===== src/hw/rtl/u8v16_pkg.sv =====
// package: types, constants and decode tables for the utf-8 validator and utf-16 counter
`default_nettype none

package u8v16_pkg;

	localparam int COUNT_WIDTH = 32;
	localparam int CODE_WIDTH = 21;
	localparam int TOTAL_WIDTH = 32;

	localparam logic [3:0] ST_ACCEPT = 4'd0;
	localparam logic [3:0] ST_REJECT = 4'd1;
	localparam logic [3:0] ST_TWO = 4'd2;
	localparam logic [3:0] ST_THREE = 4'd3;
	localparam logic [3:0] ST_E0 = 4'd4;
	localparam logic [3:0] ST_ED = 4'd5;
	localparam logic [3:0] ST_F0 = 4'd6;
	localparam logic [3:0] ST_F1 = 4'd7;
	localparam logic [3:0] ST_F4 = 4'd8;

	localparam logic [3:0] CL_ASCII = 4'd0;
	localparam logic [3:0] CL_CONT_LO = 4'd1;
	localparam logic [3:0] CL_LEAD2 = 4'd2;
	localparam logic [3:0] CL_LEAD3 = 4'd3;
	localparam logic [3:0] CL_ED = 4'd4;
	localparam logic [3:0] CL_F4 = 4'd5;
	localparam logic [3:0] CL_LEAD4 = 4'd6;
	localparam logic [3:0] CL_CONT_HI = 4'd7;
	localparam logic [3:0] CL_BAD = 4'd8;
	localparam logic [3:0] CL_CONT_MID = 4'd9;
	localparam logic [3:0] CL_E0 = 4'd10;
	localparam logic [3:0] CL_F0 = 4'd11;

	typedef struct packed {
		logic [7:0] data_byte;
		logic       end_of_string;
	} u8v16_in_t;

	typedef struct packed {
		logic [CODE_WIDTH-1:0]  code_point;
		logic                   code_ready;
		logic                   needs_pair;
		logic                   rejected;
		logic                   done_res;
		logic                   bad_string;
		logic [TOTAL_WIDTH-1:0] unit_total;
	} u8v16_out_t;

	function automatic logic [3:0] byte_class(input logic [7:0] b);
		logic [3:0] cls;
		cls = CL_BAD;
		unique case (b) inside
			[8'h00:8'h7F]: cls = CL_ASCII;
			[8'h80:8'h8F]: cls = CL_CONT_LO;
			[8'h90:8'h9F]: cls = CL_CONT_MID;
			[8'hA0:8'hBF]: cls = CL_CONT_HI;
			[8'hC0:8'hC1]: cls = CL_BAD;
			[8'hC2:8'hDF]: cls = CL_LEAD2;
			8'hE0:         cls = CL_E0;
			[8'hE1:8'hEC]: cls = CL_LEAD3;
			8'hED:         cls = CL_ED;
			[8'hEE:8'hEF]: cls = CL_LEAD3;
			8'hF0:         cls = CL_F0;
			[8'hF1:8'hF3]: cls = CL_LEAD4;
			8'hF4:         cls = CL_F4;
			default:       cls = CL_BAD;
		endcase
		return cls;
	endfunction

	function automatic logic [3:0] dfa_next(input logic [3:0] st, input logic [3:0] cls);
		logic [3:0] nxt;
		nxt = ST_REJECT;
		unique case (st)
			ST_ACCEPT: begin
				unique case (cls)
					CL_ASCII:  nxt = ST_ACCEPT;
					CL_LEAD2:  nxt = ST_TWO;
					CL_LEAD3:  nxt = ST_THREE;
					CL_ED:     nxt = ST_ED;
					CL_F4:     nxt = ST_F4;
					CL_LEAD4:  nxt = ST_F1;
					CL_E0:     nxt = ST_E0;
					CL_F0:     nxt = ST_F0;
					default:   nxt = ST_REJECT;
				endcase
			end
			ST_TWO: begin
				unique case (cls) inside
					CL_CONT_LO, CL_CONT_HI, CL_CONT_MID: nxt = ST_ACCEPT;
					default:                             nxt = ST_REJECT;
				endcase
			end
			ST_THREE: begin
				unique case (cls) inside
					CL_CONT_LO, CL_CONT_HI, CL_CONT_MID: nxt = ST_TWO;
					default:                             nxt = ST_REJECT;
				endcase
			end
			ST_E0: begin
				unique case (cls)
					CL_CONT_HI: nxt = ST_TWO;
					default:    nxt = ST_REJECT;
				endcase
			end
			ST_ED: begin
				unique case (cls) inside
					CL_CONT_LO, CL_CONT_MID: nxt = ST_TWO;
					default:                 nxt = ST_REJECT;
				endcase
			end
			ST_F0: begin
				unique case (cls) inside
					CL_CONT_HI, CL_CONT_MID: nxt = ST_THREE;
					default:                 nxt = ST_REJECT;
				endcase
			end
			ST_F1: begin
				unique case (cls) inside
					CL_CONT_LO, CL_CONT_HI, CL_CONT_MID: nxt = ST_THREE;
					default:                             nxt = ST_REJECT;
				endcase
			end
			ST_F4: begin
				unique case (cls)
					CL_CONT_LO: nxt = ST_THREE;
					default:    nxt = ST_REJECT;
				endcase
			end
			default: nxt = ST_REJECT;
		endcase
		return nxt;
	endfunction

endpackage

`default_nettype wire


===== src/hw/rtl/utf8_validate_utf16_count.sv =====
// top level: utf-8 validating decoder with saturating utf-16 unit count
// path: an input beat goes through the input register and then the result register
// throughput: one byte per cycle unless the result side stalls; the dfa step is one class lookup and one table lookup
// a full result register that the receiver is not taking stalls the input stage, which in turn drops item_ready
// reset: dfa in accept, partial code zero, unit count one, both stages empty
// an end beat reports the total or the error and returns the decoder to its reset state
`default_nettype none

module utf8_validate_utf16_count (
	input  wire logic                  clk,
	input  wire logic                  arst_n,
	input  wire logic                  item_valid,
	output logic                       item_ready,
	input  wire u8v16_pkg::u8v16_in_t  item,
	output logic                       result_valid,
	input  wire logic                  result_ready,
	output u8v16_pkg::u8v16_out_t      result
);

	localparam int CW = u8v16_pkg::COUNT_WIDTH;
	localparam int EXT_W = CW + u8v16_pkg::TOTAL_WIDTH + 1;

	logic                  valid_s1;
	u8v16_pkg::u8v16_in_t  item_s1;
	logic                  advance;

	logic [3:0]                          dfa_q;
	logic [u8v16_pkg::CODE_WIDTH-1:0]    partial_q;
	logic [CW-1:0]                       count_q;

	logic [3:0]                          st_cur;
	logic [3:0]                          cls;
	logic [3:0]                          st_nxt;
	logic [7:0]                          lead_mask;
	logic [u8v16_pkg::CODE_WIDTH-1:0]    partial_nxt;
	logic                                pair;
	logic [CW:0]                         count_sum;
	logic [CW-1:0]                       count_sat;
	logic [EXT_W-1:0]                    count_ext;
	u8v16_pkg::u8v16_out_t               res_nxt;

	assign advance = valid_s1 && (!result_valid || result_ready);
	assign item_ready = !valid_s1 || advance;

	always_ff @(posedge clk or negedge arst_n) begin
		if (!arst_n) begin
			valid_s1 <= 1'b0;
		end else if (item_ready) begin
			valid_s1 <= item_valid;
		end
	end

	always_ff @(posedge clk) begin
		if (item_ready && item_valid) begin
			item_s1 <= item;
		end
	end

	// decode step
	always_comb begin
		st_cur = (dfa_q > u8v16_pkg::ST_F4) ? u8v16_pkg::ST_REJECT : dfa_q;
		cls = u8v16_pkg::byte_class(item_s1.data_byte);
		st_nxt = u8v16_pkg::dfa_next(st_cur, cls);
		lead_mask = 8'hFF >> cls;
		if (st_cur != u8v16_pkg::ST_ACCEPT) begin
			partial_nxt = {partial_q[u8v16_pkg::CODE_WIDTH-7:0], item_s1.data_byte[5:0]};
		end else begin
			partial_nxt = {{(u8v16_pkg::CODE_WIDTH-8){1'b0}}, lead_mask & item_s1.data_byte};
		end
		pair = partial_nxt > u8v16_pkg::CODE_WIDTH'(16'hFFFF);
		count_sum = {1'b0, count_q} + {{(CW-1){1'b0}}, pair, !pair};
		count_sat = count_sum[CW] ? {CW{1'b1}} : count_sum[CW-1:0];
		count_ext = {{(EXT_W-CW){1'b0}}, count_q};

		res_nxt = '0;
		if (item_s1.end_of_string) begin
			res_nxt.rejected = (st_cur == u8v16_pkg::ST_REJECT);
			res_nxt.done_res = 1'b1;
			res_nxt.bad_string = (st_cur != u8v16_pkg::ST_ACCEPT);
			if (st_cur == u8v16_pkg::ST_ACCEPT) begin
				res_nxt.unit_total = count_ext[u8v16_pkg::TOTAL_WIDTH-1:0];
			end
		end else begin
			res_nxt.rejected = (st_nxt == u8v16_pkg::ST_REJECT);
			if (st_nxt == u8v16_pkg::ST_ACCEPT) begin
				res_nxt.code_point = partial_nxt;
				res_nxt.code_ready = 1'b1;
				res_nxt.needs_pair = pair;
			end
		end
	end

	// decoder state
	always_ff @(posedge clk or negedge arst_n) begin
		if (!arst_n) begin
			dfa_q <= u8v16_pkg::ST_ACCEPT;
			partial_q <= '0;
			count_q <= CW'(1);
		end else if (advance) begin
			if (item_s1.end_of_string) begin
				dfa_q <= u8v16_pkg::ST_ACCEPT;
				partial_q <= '0;
				count_q <= CW'(1);
			end else begin
				dfa_q <= st_nxt;
				partial_q <= partial_nxt;
				if (st_nxt == u8v16_pkg::ST_ACCEPT) begin
					count_q <= count_sat;
				end
			end
		end
	end

	// result register
	always_ff @(posedge clk or negedge arst_n) begin
		if (!arst_n) begin
			result_valid <= 1'b0;
		end else if (advance) begin
			result_valid <= 1'b1;
		end else if (result_ready) begin
			result_valid <= 1'b0;
		end
	end

	always_ff @(posedge clk) begin
		if (advance) begin
			result <= res_nxt;
		end
	end

endmodule

`default_nettype wire


===== config.mk =====
export PLATFORM = sky130hd
export DESIGN_NAME = utf8_validate_utf16_count
export DESIGN_NICKNAME = d
export VERILOG_FILES = /design/src/hw/rtl/u8v16_pkg.sv /design/src/hw/rtl/utf8_validate_utf16_count.sv
export SDC_FILE = /design/constraint.sdc
export NUM_CORES = 1
export LEC_CHECK = 0
export ABC_CLOCK_PERIOD_IN_PS = 4580
export BUFFER_PORTS_ARGS = -buffer_cell sky130_fd_sc_hd__buf_4
export CAP_MARGIN = 20
export CORE_MARGIN = 3
export CORE_UTILIZATION = 40
export DETAILED_ROUTE_END_ITERATION = 10
export PLACE_DENSITY = 0.64
export SYNTH_ARGS = -nofsm -noshare
export SYNTH_HDL_FRONTEND = slang
export SYNTH_SLANG_ARGS = --single-unit

===== constraint.sdc =====
create_clock -name clk -period 4.58 [get_ports clk]
set_clock_uncertainty 0.1 [all_clocks]
set_input_delay 0.458 -clock clk [delete_from_list [all_inputs] [get_ports clk]]
set_output_delay 0.458 -clock clk [all_outputs]
set_load 0.01 [all_outputs]

=== Word-level counts from Yosys, hierarchy flattened ===
Memories as Yosys holds them, arrays and structs flattened.
Index checks and enable logic that the tools add are counted.

* Flip-flop bits (word level): 120
* ROM bits: 64
* Bits of input ports: 13
* Output and inout port bits: 60
* Word-level logic and storage cells: 102
* Memories: 1

{| class="wikitable"
|+ Memory list
! memory !! depth !! width !! read ports !! clocked after memory_dff !! wr ports !! RTL line !! text
|-
| (name not given) || 16 || 4 || 1 || 0 || 0 || u8v16_pkg.sv:75 || <nowiki>unique case (cls)</nowiki>
|}

* Add/sub/neg operators: 1
* Order comparisons: 18
* Eq/ne operators: 16
* Shifts and indexed selects: 1
* Muxes and demuxes: 22
* Bitwise gates (word level): 2
* Reduce and logical (&&, ||, !) cells: 27

{| class="wikitable"
|+ Operator list
! kind !! count
|-
| $mux 32 || 4
|-
| $ge 8x8->1 const B || 7
|-
| $le 8x8->1 const B || 7
|-
| $pmux 4 s11 || 1
|-
| $mux 34 || 1
|-
| $add 32x2->33 || 1
|-
| $eq 8x8->1 const B || 4
|-
| $pmux 4 s8 || 1
|-
| $gt 21x16->1 const B || 1
|-
| $mux 21 || 1
|-
| $eq 4x3->1 const B || 5
|-
| $mux 15 || 1
|-
| $mux 2 || 7
|-
| $eq 4x1->1 const B || 3
|-
| $logic_and 1x1->1 || 10
|-
| $and 8x8->8 || 1
|-
| $eq 4x2->1 const B || 2
|-
| $eq 4x4->1 const B || 2
|-
| $ge 8x1->1 const B || 1
|-
| $le 8x7->1 const B || 1
|-
| $logic_not 4->1 || 2
|-
| $mux 4 || 2
|-
| $reduce_or 2->1 || 4
|-
| $shr 8x4->8 const A || 1
|-
| other kinds (9) || 17
|}

=== Logic depth before layout (Yosys ltp) ===
Gate-level depths: netlist of the first run.

* Word-level depth: 13
* Mapped depth: 16
* Gate-level depth less buffers: 13

=== Worst setup path before layout of the first run ===
No wires, ideal clock.

* Path type: reg2reg
* Start: reg partial_q[13] (netlist bit)
* End: reg count_q[29]
* Setup time: 0.099 ns
* Arrival: 3.383 ns
* Required time: 4.381 ns
* Slack: 0.997 ns
* Stages on the path, launching flop included: 14
* Buffers on the path: 2
* Clock period less this slack: 3.583 ns
* Cells stage by stage: dfrtp_1 > or4_1 > o21ai_0 > ha_1 > inv_1 > fa_1 > and3b_1 > clkbuf_1 > and4_4 > nand4_4 > nor3_4 > nor2_2 > buf_2 > a311oi_1

* Word-level cells in the longest chain between the ends: 7

{| class="wikitable"
|+ RTL lines
! item !! RTL line !! text
|-
| start, declared || utf8_validate_utf16_count.sv:28 || <nowiki>logic [u8v16_pkg::CODE_WIDTH-1:0] partial_q;</nowiki>
|-
| start signal, assigned || utf8_validate_utf16_count.sv:106 || <nowiki>partial_q <= partial_nxt;</nowiki>
|-
| $mux 21 (*) || utf8_validate_utf16_count.sv:65 || <nowiki>if (st_cur != u8v16_pkg::ST_ACCEPT) begin</nowiki>
|-
| $gt 21x16->1 (*) || utf8_validate_utf16_count.sv:70 || <nowiki>pair = partial_nxt > u8v16_pkg::CODE_WIDTH'(16'hFFFF);</nowiki>
|-
| $logic_not 1->1 || utf8_validate_utf16_count.sv:71 || <nowiki>count_sum = {1'b0, count_q} + {{(CW-1){1'b0}}, pair, !pair};</nowiki>
|-
| $add 32x2->33 (*) || utf8_validate_utf16_count.sv:71 ||
|-
| $mux 32 (*) || utf8_validate_utf16_count.sv:72 || <nowiki>count_sat = count_sum[CW] ? {CW{1'b1}} : count_sum[CW-1:0];</nowiki>
|-
| $mux 32 (*) || utf8_validate_utf16_count.sv:107 || <nowiki>if (st_nxt == u8v16_pkg::ST_ACCEPT) begin</nowiki>
|-
| $mux 32 (*) || utf8_validate_utf16_count.sv:100 || <nowiki>if (item_s1.end_of_string) begin</nowiki>
|-
| end signal, assigned || utf8_validate_utf16_count.sv:108 || <nowiki>count_q <= count_sat;</nowiki>
|-
| end, declared || utf8_validate_utf16_count.sv:29 || <nowiki>logic [CW-1:0] count_q;</nowiki>
|}

Every way passes the cells marked *; elsewhere a longest branch is shown, timed or not. The select of a mux whose other input is x is not followed.
A chain may end at the register's enable or synchronous reset.

=== Worst setup path in the final report of the first run ===
* Start: reg partial_q[13] (netlist bit)
* End: reg count_q[31]

The elaborated chain is that of the path after synthesis.

==> results.rst, run 1 <==
.. list-table::
   :header-rows: 1

   * - Metric
     - Value
   * - Result of the run
     - finished with violations
   * - Violations in the final reports
     - negative hold slack
   * - Area growth syn-to-layout
     - 19.80%
   * - Time the worst path needs with I/O delays and setup
     - 3.949 ns
   * - Global router's overall resource usage
     - 0.1739
   * - Total die area
     - 0.01656 mm²
   * - Top Ports
     - 73
   * - Starting DRC count in detailed routing
     - 439
   * - Starting Density
     - 0.4111
   * - Placeable core region
     - 0.01464 mm²
   * - Row count
     - 44
   * - Overall via count from detail_route
     - 4,544
   * - Buffer count from post-CTS setup fixing
     - 0
   * - HPWL after detailed placement
     - 9.079 mm
   * - Maximum number of pins on one net before global-route repair
     - 54
   * - Setup repair after global routing missed its margin
     - no
   * - Max transition margin
     - 0.2856
   * - Filler Cells Inserted
     - 1,337
   * - Fraction of the mapped netlist area in simple logic gates
     - 0.2357
   * - Yosys top cell by area
     - sky130_fd_sc_hd__edfxtp_1
   * - Master cell of the clock root buffer
     - sky130_fd_sc_hd__clkbuf_16
   * - Maximum resistive drop on vdd
     - 242.0 µV
   * - Number of max-cap violations
     - 0
   * - Parity-gate share of the synthesized area counting xor and xnor cells
     - 0
   * - Total Power
     - 3.068 mW
   * - Summed instance area of the synthesized netlist
     - 0.006021 mm²
   * - Number of buffers created by CTS
     - 17
   * - Top cell types by occurrence after synthesis
     - sky130_fd_sc_hd__edfxtp_1, sky130_fd_sc_hd__dfrtp_1, sky130_fd_sc_hd__and3_1, sky130_fd_sc_hd__nand2_1
   * - Clk pin slew, worst setup/hold paths
     - 0.06 ns
   * - Clock tree from TritonCTS
     - done
   * - Gate count after technology mapping
     - 538
   * - Dominant cell by count in the synthesized netlist
     - sky130_fd_sc_hd__edfxtp_1
   * - Grt ovf
     - 0
   * - Mean instance size in the synthesized netlist
     - 11.19 µm²
   * - Average routed wire per standard cell
     - 17.19 µm
   * - Final layout net count
     - 612
   * - Post-Syn Nets
     - 554
   * - Top achievable clock speed
     - 253.2 MHz
   * - RR Startpoint
     - partial_q[13]$_DFFE_PN0P_
   * - Cell variety after synth
     - 78
   * - Number of nets still failing antenna checks after routing
     - 0
   * - Worst setup slack for register-to-register paths
     - 0.63 ns
   * - Wire length after detailed routing
     - 13.63 mm
   * - Gates resized, CTS repair
     - 0
   * - Number of buffers inserted for hold repair after clock tree synthesis
     - 0
   * - Number of antenna violations at the first check in global routing
     - 0
   * - Warnings from Yosys
     - 0
   * - Sequential-to-total area share from yosys stat
     - 0.5547
   * - Number of enable flip-flop cells after synthesis
     - 67
   * - Crit path required time
     - 4.81 ns
   * - Per-cell via count in the routed design
     - 5.730
   * - Share of synthesized cell area in full adder, half adder and majority cells
     - 0.009144
   * - Fin Hold WS
     - -0.01344 ns
   * - Iteration count of the initial detailed-routing pass
     - 5
   * - Ratio of final minimum period to clock period
     - 0.8623
   * - Final total negative setup slack
     - 0 ns
   * - Via count of the first global-routing pass
     - 4,372
   * - DRC viols
     - 0
   * - Wire length of the first global-routing pass
     - 22.98 mm
   * - Final core utilization
     - 0.4926
   * - Actual slew at the worst max-slew pin
     - 1.072 ns
   * - Diode count
     - 0
   * - Path type of the worst min-delay path
     - in -> async
   * - P_leak
     - 3.058 nW
   * - Number of standard cells in the final layout excluding fillers
     - 793
   * - Multiplexer area fraction after synthesis
     - 0.003741
   * - Clock tree buffer depth
     - 2
   * - Share of post-route cells with drive strength above 1
     - 0.2184
   * - Worst skew pair latency
     - 0.41 ns
   * - Synth Area in Compound Gates
     - 0.1565
   * - Number of H-tree levels
     - 4
   * - Total setup violations reported at the end of the flow
     - 0
   * - Worst reg2reg endpoint
     - count_q[31]$_DFFE_PN0P_
   * - Category of the most critical setup path
     - reg -> reg
   * - Quantity of I/O buffers inserted on ports
     - 72
   * - Number of register bits inferred by synthesis
     - 120
   * - Sink Count
     - 120
   * - Floorplan die height
     - 128.7 µm
   * - Most used flip-flop cell after synthesis
     - sky130_fd_sc_hd__edfxtp_1
   * - Largest family of logic cells by synthesized area
     - simple AND/OR/NAND/NOR gates
   * - Post-Place Cells
     - 761
   * - RD Place Congestion
     - 0.8670
   * - Ys async rst share
     - 0.4417
   * - Worst-case reg-to-reg path depth
     - 12
   * - Endpoint class of the critical path
     - register
   * - Die Wd
     - 128.7 µm
   * - Final Max Slew Viols
     - 0
   * - Arrival time at the worst endpoint
     - 4.18 ns
   * - Endpoints failing hold
     - 22
   * - Worst-path maximum fanout
     - 11
   * - Total power per unit cell area
     - 425.3 mW/mm²
   * - Biggest area contributors in the synthesized netlist
     - sky130_fd_sc_hd__edfxtp_1, sky130_fd_sc_hd__dfrtp_1, sky130_fd_sc_hd__and3_1
   * - Kind of start point of the critical path
     - register
   * - Yosys top cell area share
     - 0.3342
-- registers in the layout (all words and copies together), names as in the netlist --
name and cells:
result_valid 1, item_s1 9, valid_s1 1, dfa_q 4
result 58, count_q 32, partial_q 15
-- layout by cell type, fill, tap and decap left out, drive strengths merged, types with 3 or more instances in the layout --
cell type,instances
buf,77
edfxtp,67
dfrtp,52
nand2,45
and3,44
and2,28
a21oi,28
o21ai,25
nor2,23
nor3,20
clkbuf,17
a311oi,17
nand3,13
inv,11
a22o,10
nor4,10
clkinv,10
a31oi,9
nor2b,8
nand4,8
nand2b,7
a32o,5
and4,5
a21o,4
nand3b,3
or3,3
o31ai,3
nand4b,3
a41oi,3
a211oi,3
bufinv,3
nor3b,3
nor4b,3
o211ai,3
-- final cells by class --
cell class | instances | area, µm² | area share
multi-input cells | 369 | 2439 | 0.3381
clock inverters | 15 | 160.2 | 0.02220
well taps | 184 | 230.2 | 0.03192
clock buffers | 17 | 425.4 | 0.05898
inverters | 11 | 41.29 | 0.005724
flip-flops and latches | 120 | 3339 | 0.4630
repair buffers | 77 | 578.1 | 0.08014
-- kinds of logic (layout without fill, tap and decap cells) --
group	after synthesis	after routing
and+or+nand+nor	234	234
AOI/OAI and AO/OA	129	129
DFF	120	120
buffers and inverters	49	120
adders and majority gates	4	4
muxes	2	2
-- report_power, final --
group	switching [mW]	leakage, nW	internal, mW
clock network	0.471	0.287	0.844
logic	0.269	1.38	0.175
registers	0.0686	1.39	1.24
-- worst max-delay path, stage by stage, from the launching register on --
cell,delay (ns)
sky130_fd_sc_hd__dfrtp_1,0.38
sky130_fd_sc_hd__or4_1,0.52
sky130_fd_sc_hd__o21ai_0,0.42
sky130_fd_sc_hd__ha_1,0.26
sky130_fd_sc_hd__inv_1,0.05
sky130_fd_sc_hd__fa_1,0.37
sky130_fd_sc_hd__and3b_1,0.36
sky130_fd_sc_hd__nand4_1,0.23
sky130_fd_sc_hd__nor4_1,0.28
sky130_fd_sc_hd__nand2_1,0.31
sky130_fd_sc_hd__o31a_1,0.19
sky130_fd_sc_hd__or3_1,0.31
sky130_fd_sc_hd__o21ai_0,0.08
-- how the worst max path moves through the flow --
stage                              start  depth (start not counted)                       to  slack (ns)
4_1_cts        partial_q[13]$_DFFE_PN0P_                         12  count_q[31]$_DFFE_PN0P_        0.63
3_5_place_dp   partial_q[13]$_DFFE_PN0P_                         12  count_q[31]$_DFFE_PN0P_        0.65
6_report       partial_q[13]$_DFFE_PN0P_                         12  count_q[31]$_DFFE_PN0P_        0.63
3_3_place_gp   partial_q[13]$_DFFE_PN0P_                         11   count_q[5]$_DFFE_PN0P_        0.82
5_1_grt        partial_q[13]$_DFFE_PN0P_                         12  count_q[31]$_DFFE_PN0P_        0.32
2_1_floorplan  partial_q[13]$_DFFE_PN0P_                         13  count_q[29]$_DFFE_PN0P_         1.0
-- layer usage --
| layer | up-vias | wire length [µm] | GRT usage |
|---|---|---|---|
| li1 | 2175 | - | - |
| met1 | 2203 | 6645 | 0.2619 |
| met2 | 149 | 5992 | 0.2460 |
| met3 | 17 | 788 | 0.03861 |
| met4 | 0 | 203 | 0.06238 |
| met5 | - | 0 | 0 |
-- through the flow --
step                      worst slack [ns]  hold slack [ns]  instance area, µm²
after floorplan                     0.9974          0.06241                6021
after CTS                           0.6290          0.01104                7213
after detailed placement            0.6452           0.3914                6628
after global routing                0.3177          0.03403                7213
final                               0.6305         -0.01344                7213
after global placement              0.8158           0.3832                6628
Power figures use the tool's default switching activity.
==> run 2: changes to the inputs <==
Settings changed: CORE_ASPECT_RATIO set to 1.75.
==> run 2 against run 1 <==
The flow still finishes with violations (negative hold slack); wire length rose by 11%; register-to-register slack improved by 0.04 ns; worst hold slack barely moved; sequential share of layout area fell by 0.21 points; worst setup slack improved by 0.042 ns; critical path depth fell by 1; critical endpoint is now count_q[11]$_DFFE_PN0P_.
==> results.rst, run 2 (synthesis results as in run 1) <==
.. list-table::
   :header-rows: 1

   * - Metric
     - Value
   * - Number of antenna violations at the first check in global routing
     - 0 (unchanged)
   * - Row count
     - 58 (was 44)
   * - Violations in the final reports
     - negative hold slack (unchanged)
   * - Buffer count from post-CTS setup fixing
     - 0 (unchanged)
   * - Wire length after detailed routing
     - 15.17 mm (was 13.63 mm)
   * - Power share of the clock group
     - 0.442 (was 0.429)
   * - HPWL after detailed placement
     - 10.47 mm (was 9.079 mm)
   * - Grt ovf
     - 0 (unchanged)
   * - Minimum setup slack after placement
     - 0.7292 ns (was 0.6452 ns)
   * - Portion of total power attributed to sequential cells
     - 0.414 (was 0.427)
   * - Iteration count of the initial detailed-routing pass
     - 5 (unchanged)
   * - Registers with the most flip-flops
     - result (58), count_q (32), partial_q (15) (unchanged)
   * - RD Place Congestion
     - 0.9078 (was 0.8670)
   * - Number of buffers inserted for hold repair after clock tree synthesis
     - 0 (unchanged)
   * - Area growth syn-to-layout
     - 20.34% (was 19.80%)
   * - Number of nets still failing antenna checks after routing
     - 0 (unchanged)
   * - Area of the multi-input gates
     - 0.002439 mm² (unchanged)
   * - Per-cell via count in the routed design
     - 5.925 (was 5.730)
   * - Diode count
     - 0 (unchanged)
   * - Final total negative setup slack
     - 0 ns (unchanged)
   * - Clock tree from TritonCTS
     - done (unchanged)
   * - P_leak
     - 3.070 nW (was 3.058 nW)
   * - Quantity of I/O buffers inserted on ports
     - 72 (unchanged)
   * - Die Wd
     - 98.74 µm (was 128.7 µm)
   * - Highest-count cells in the layout ignoring fill and taps
     - sky130_fd_sc_hd__buf_4, sky130_fd_sc_hd__edfxtp_1, sky130_fd_sc_hd__dfrtp_1, sky130_fd_sc_hd__nand2_1, sky130_fd_sc_hd__and3_1 (unchanged)
   * - Worst skew pair latency
     - 0.42 ns (was 0.41 ns)
   * - Most frequent standard cell in the layout excluding fill and tap cells
     - sky130_fd_sc_hd__buf_4 (unchanged)
   * - Number of H-tree levels
     - 4 (unchanged)
   * - Maximum number of pins on one net before global-route repair
     - 54 (unchanged)
   * - Net load switching power
     - 0.8801 mW (was 0.8084 mW)
   * - Final Max Slew Viols
     - 0 (unchanged)
   * - Number of standard cells in the final layout excluding fillers
     - 790 (was 793)
   * - Average routed wire per standard cell
     - 19.20 µm (was 17.19 µm)
   * - Gates resized, CTS repair
     - 0 (unchanged)
   * - DRC viols
     - 0 (unchanged)
   * - Total setup violations reported at the end of the flow
     - 0 (unchanged)
   * - Category of the most critical setup path
     - reg -> reg (unchanged)
   * - Number of max-cap violations
     - 0 (unchanged)
   * - Top achievable clock speed
     - 255.9 MHz (was 253.2 MHz)
   * - Post-Place Cells
     - 758 (was 761)
   * - Arrival time at the worst endpoint
     - 4.11 ns (was 4.18 ns)
   * - Starting DRC count in detailed routing
     - 284 (was 439)
   * - Endpoint class of the critical path
     - register (unchanged)
   * - Overall via count from detail_route
     - 4,681 (was 4,544)
   * - Wire length of the first global-routing pass
     - 24.49 mm (was 22.98 mm)
   * - Top Ports
     - 73 (unchanged)
   * - Total power per unit cell area
     - 436.9 mW/mm² (was 425.3 mW/mm²)
   * - Switching Fraction
     - 0.2780 (was 0.2635)
   * - Time the worst path needs with I/O delays and setup
     - 3.907 ns (was 3.949 ns)
   * - Ratio of final minimum period to clock period
     - 0.8531 (was 0.8623)
   * - Via count of the first global-routing pass
     - 4,809 (was 4,372)
   * - Max transition margin
     - 0.2938 (was 0.2856)
   * - Most flops, register
     - result (unchanged)
   * - Path type of the worst min-delay path
     - in -> async (unchanged)
   * - Placeable core region
     - 0.01459 mm² (was 0.01464 mm²)
   * - Worst-path maximum fanout
     - 14 (was 11)
   * - Starting Density
     - 0.4128 (was 0.4111)
   * - Cell internal power dissipation
     - 2.285 mW (was 2.259 mW)
   * - Global router's overall resource usage
     - 0.1866 (was 0.1739)
   * - Kind of start point of the critical path
     - register (unchanged)
   * - Master cell of the clock root buffer
     - sky130_fd_sc_hd__clkbuf_16 (unchanged)
   * - Final layout net count
     - 613 (was 612)
   * - Comb power frac
     - 0.144 (was 0.145)
   * - Clk pin slew, worst setup/hold paths
     - 0.06 ns (about the same)
   * - Setup repair after global routing missed its margin
     - no (unchanged)
   * - Floorplan die height
     - 168.3 µm (was 128.7 µm)
   * - Crit path required time
     - 4.78 ns (was 4.81 ns)
   * - Actual slew at the worst max-slew pin
     - 1.059 ns (was 1.072 ns)
   * - Register area
     - 0.003339 mm² (unchanged)
   * - Total die area
     - 0.01662 mm² (was 0.01656 mm²)
   * - Number of buffers created by CTS
     - 17 (unchanged)
   * - Fin Hold WS
     - -0.01319 ns (was -0.01344 ns)
   * - Clock tree buffer depth
     - 2 (unchanged)
   * - Endpoints failing hold
     - 15 (was 22)
   * - Share of post-route cells with drive strength above 1
     - 0.2230 (was 0.2184)
   * - Sink Count
     - 120 (unchanged)
   * - Flip-flop count of the largest register, all copies and words added
     - 58 (unchanged)
   * - Least setup slack across all paths after layout
     - 0.6729 ns (was 0.6305 ns)
   * - Result of the run
     - finished with violations (unchanged)
   * - Filler Cells Inserted
     - 1,308 (was 1,337)
   * - Maximum resistive drop on vdd
     - 258.3 µV (was 242.0 µV)
run 2: cell type report:
type	count	area share
clock buffers	17	0.05871
repair buffers	78	0.08082
multi-input cells	369	0.3366
clock inverters	15	0.02625
flip-flops and latches	120	0.4609
inverters	11	0.005698
well taps	180	0.03108
run 2: path summary, 6_finish.rpt:
check,from,end,slack (ns),cells past startpoint
min reg2reg,partial_q[9]$_DFFE_PN0P_,partial_q[9]$_DFFE_PN0P_,0.41,1
min in group clk,item[1],item_s1[1]$_DFFE_PP_,0.12,1
max,partial_q[13]$_DFFE_PN0P_,count_q[11]$_DFFE_PN0P_,0.67,11
max in group asynchronous,arst_n,count_q[15]$_DFFE_PN0P_,3.92,1
max reg2reg,partial_q[13]$_DFFE_PN0P_,count_q[11]$_DFFE_PN0P_,0.67,11
min,arst_n,count_q[9]$_DFFE_PN0P_,-0.01,1
run 2: metal layers:
layer  global-route usage  vias to the layer above  share of wire
met4              0.09453                        0          0.038
met5                    0                        -              0
met2               0.3507                      166           0.57
met3              0.03856                       37          0.040
li1                     -                     2188              -
met1               0.1898                     2290           0.35
run 2: worst max-delay path, stage by stage (launching register included):
cell and delay [ns]:
sky130_fd_sc_hd__dfrtp_1 0.39, sky130_fd_sc_hd__or4_1 0.52, sky130_fd_sc_hd__o21ai_0 0.40, sky130_fd_sc_hd__ha_1 0.25, sky130_fd_sc_hd__inv_1 0.05, sky130_fd_sc_hd__fa_1 0.37, sky130_fd_sc_hd__and3b_1 0.35, sky130_fd_sc_hd__and4_4 0.31
sky130_fd_sc_hd__nand4_4 0.15, sky130_fd_sc_hd__nor3_4 0.32, sky130_fd_sc_hd__nor2_2 0.23, sky130_fd_sc_hd__a311oi_1 0.35
run 2: power groups by stage:
stage | clock network, mW | registers (mW) | logic [mW]
floorplan | 0 | 1.32 | 0.297
global placement | 0 | 1.33 | 0.452
detailed placement | 0 | 1.33 | 0.462
CTS | 1.42 | 1.31 | 0.463
global route | 1.47 | 1.32 | 0.507
finish | 1.40 | 1.31 | 0.457
run 2: metrics by stage:
stage	utilization	instance area [µm²]	power, mW	hold slack, ns
floorplan	-	6021	1.620	0.06241
global placement	0.4545	6630	1.778	0.3861
detailed placement	0.4545	6630	1.792	0.3872
CTS	0.4967	7246	3.195	0.003109
global route	0.4967	7246	3.296	0.04114
finish	0.4967	7246	3.165	-0.01319
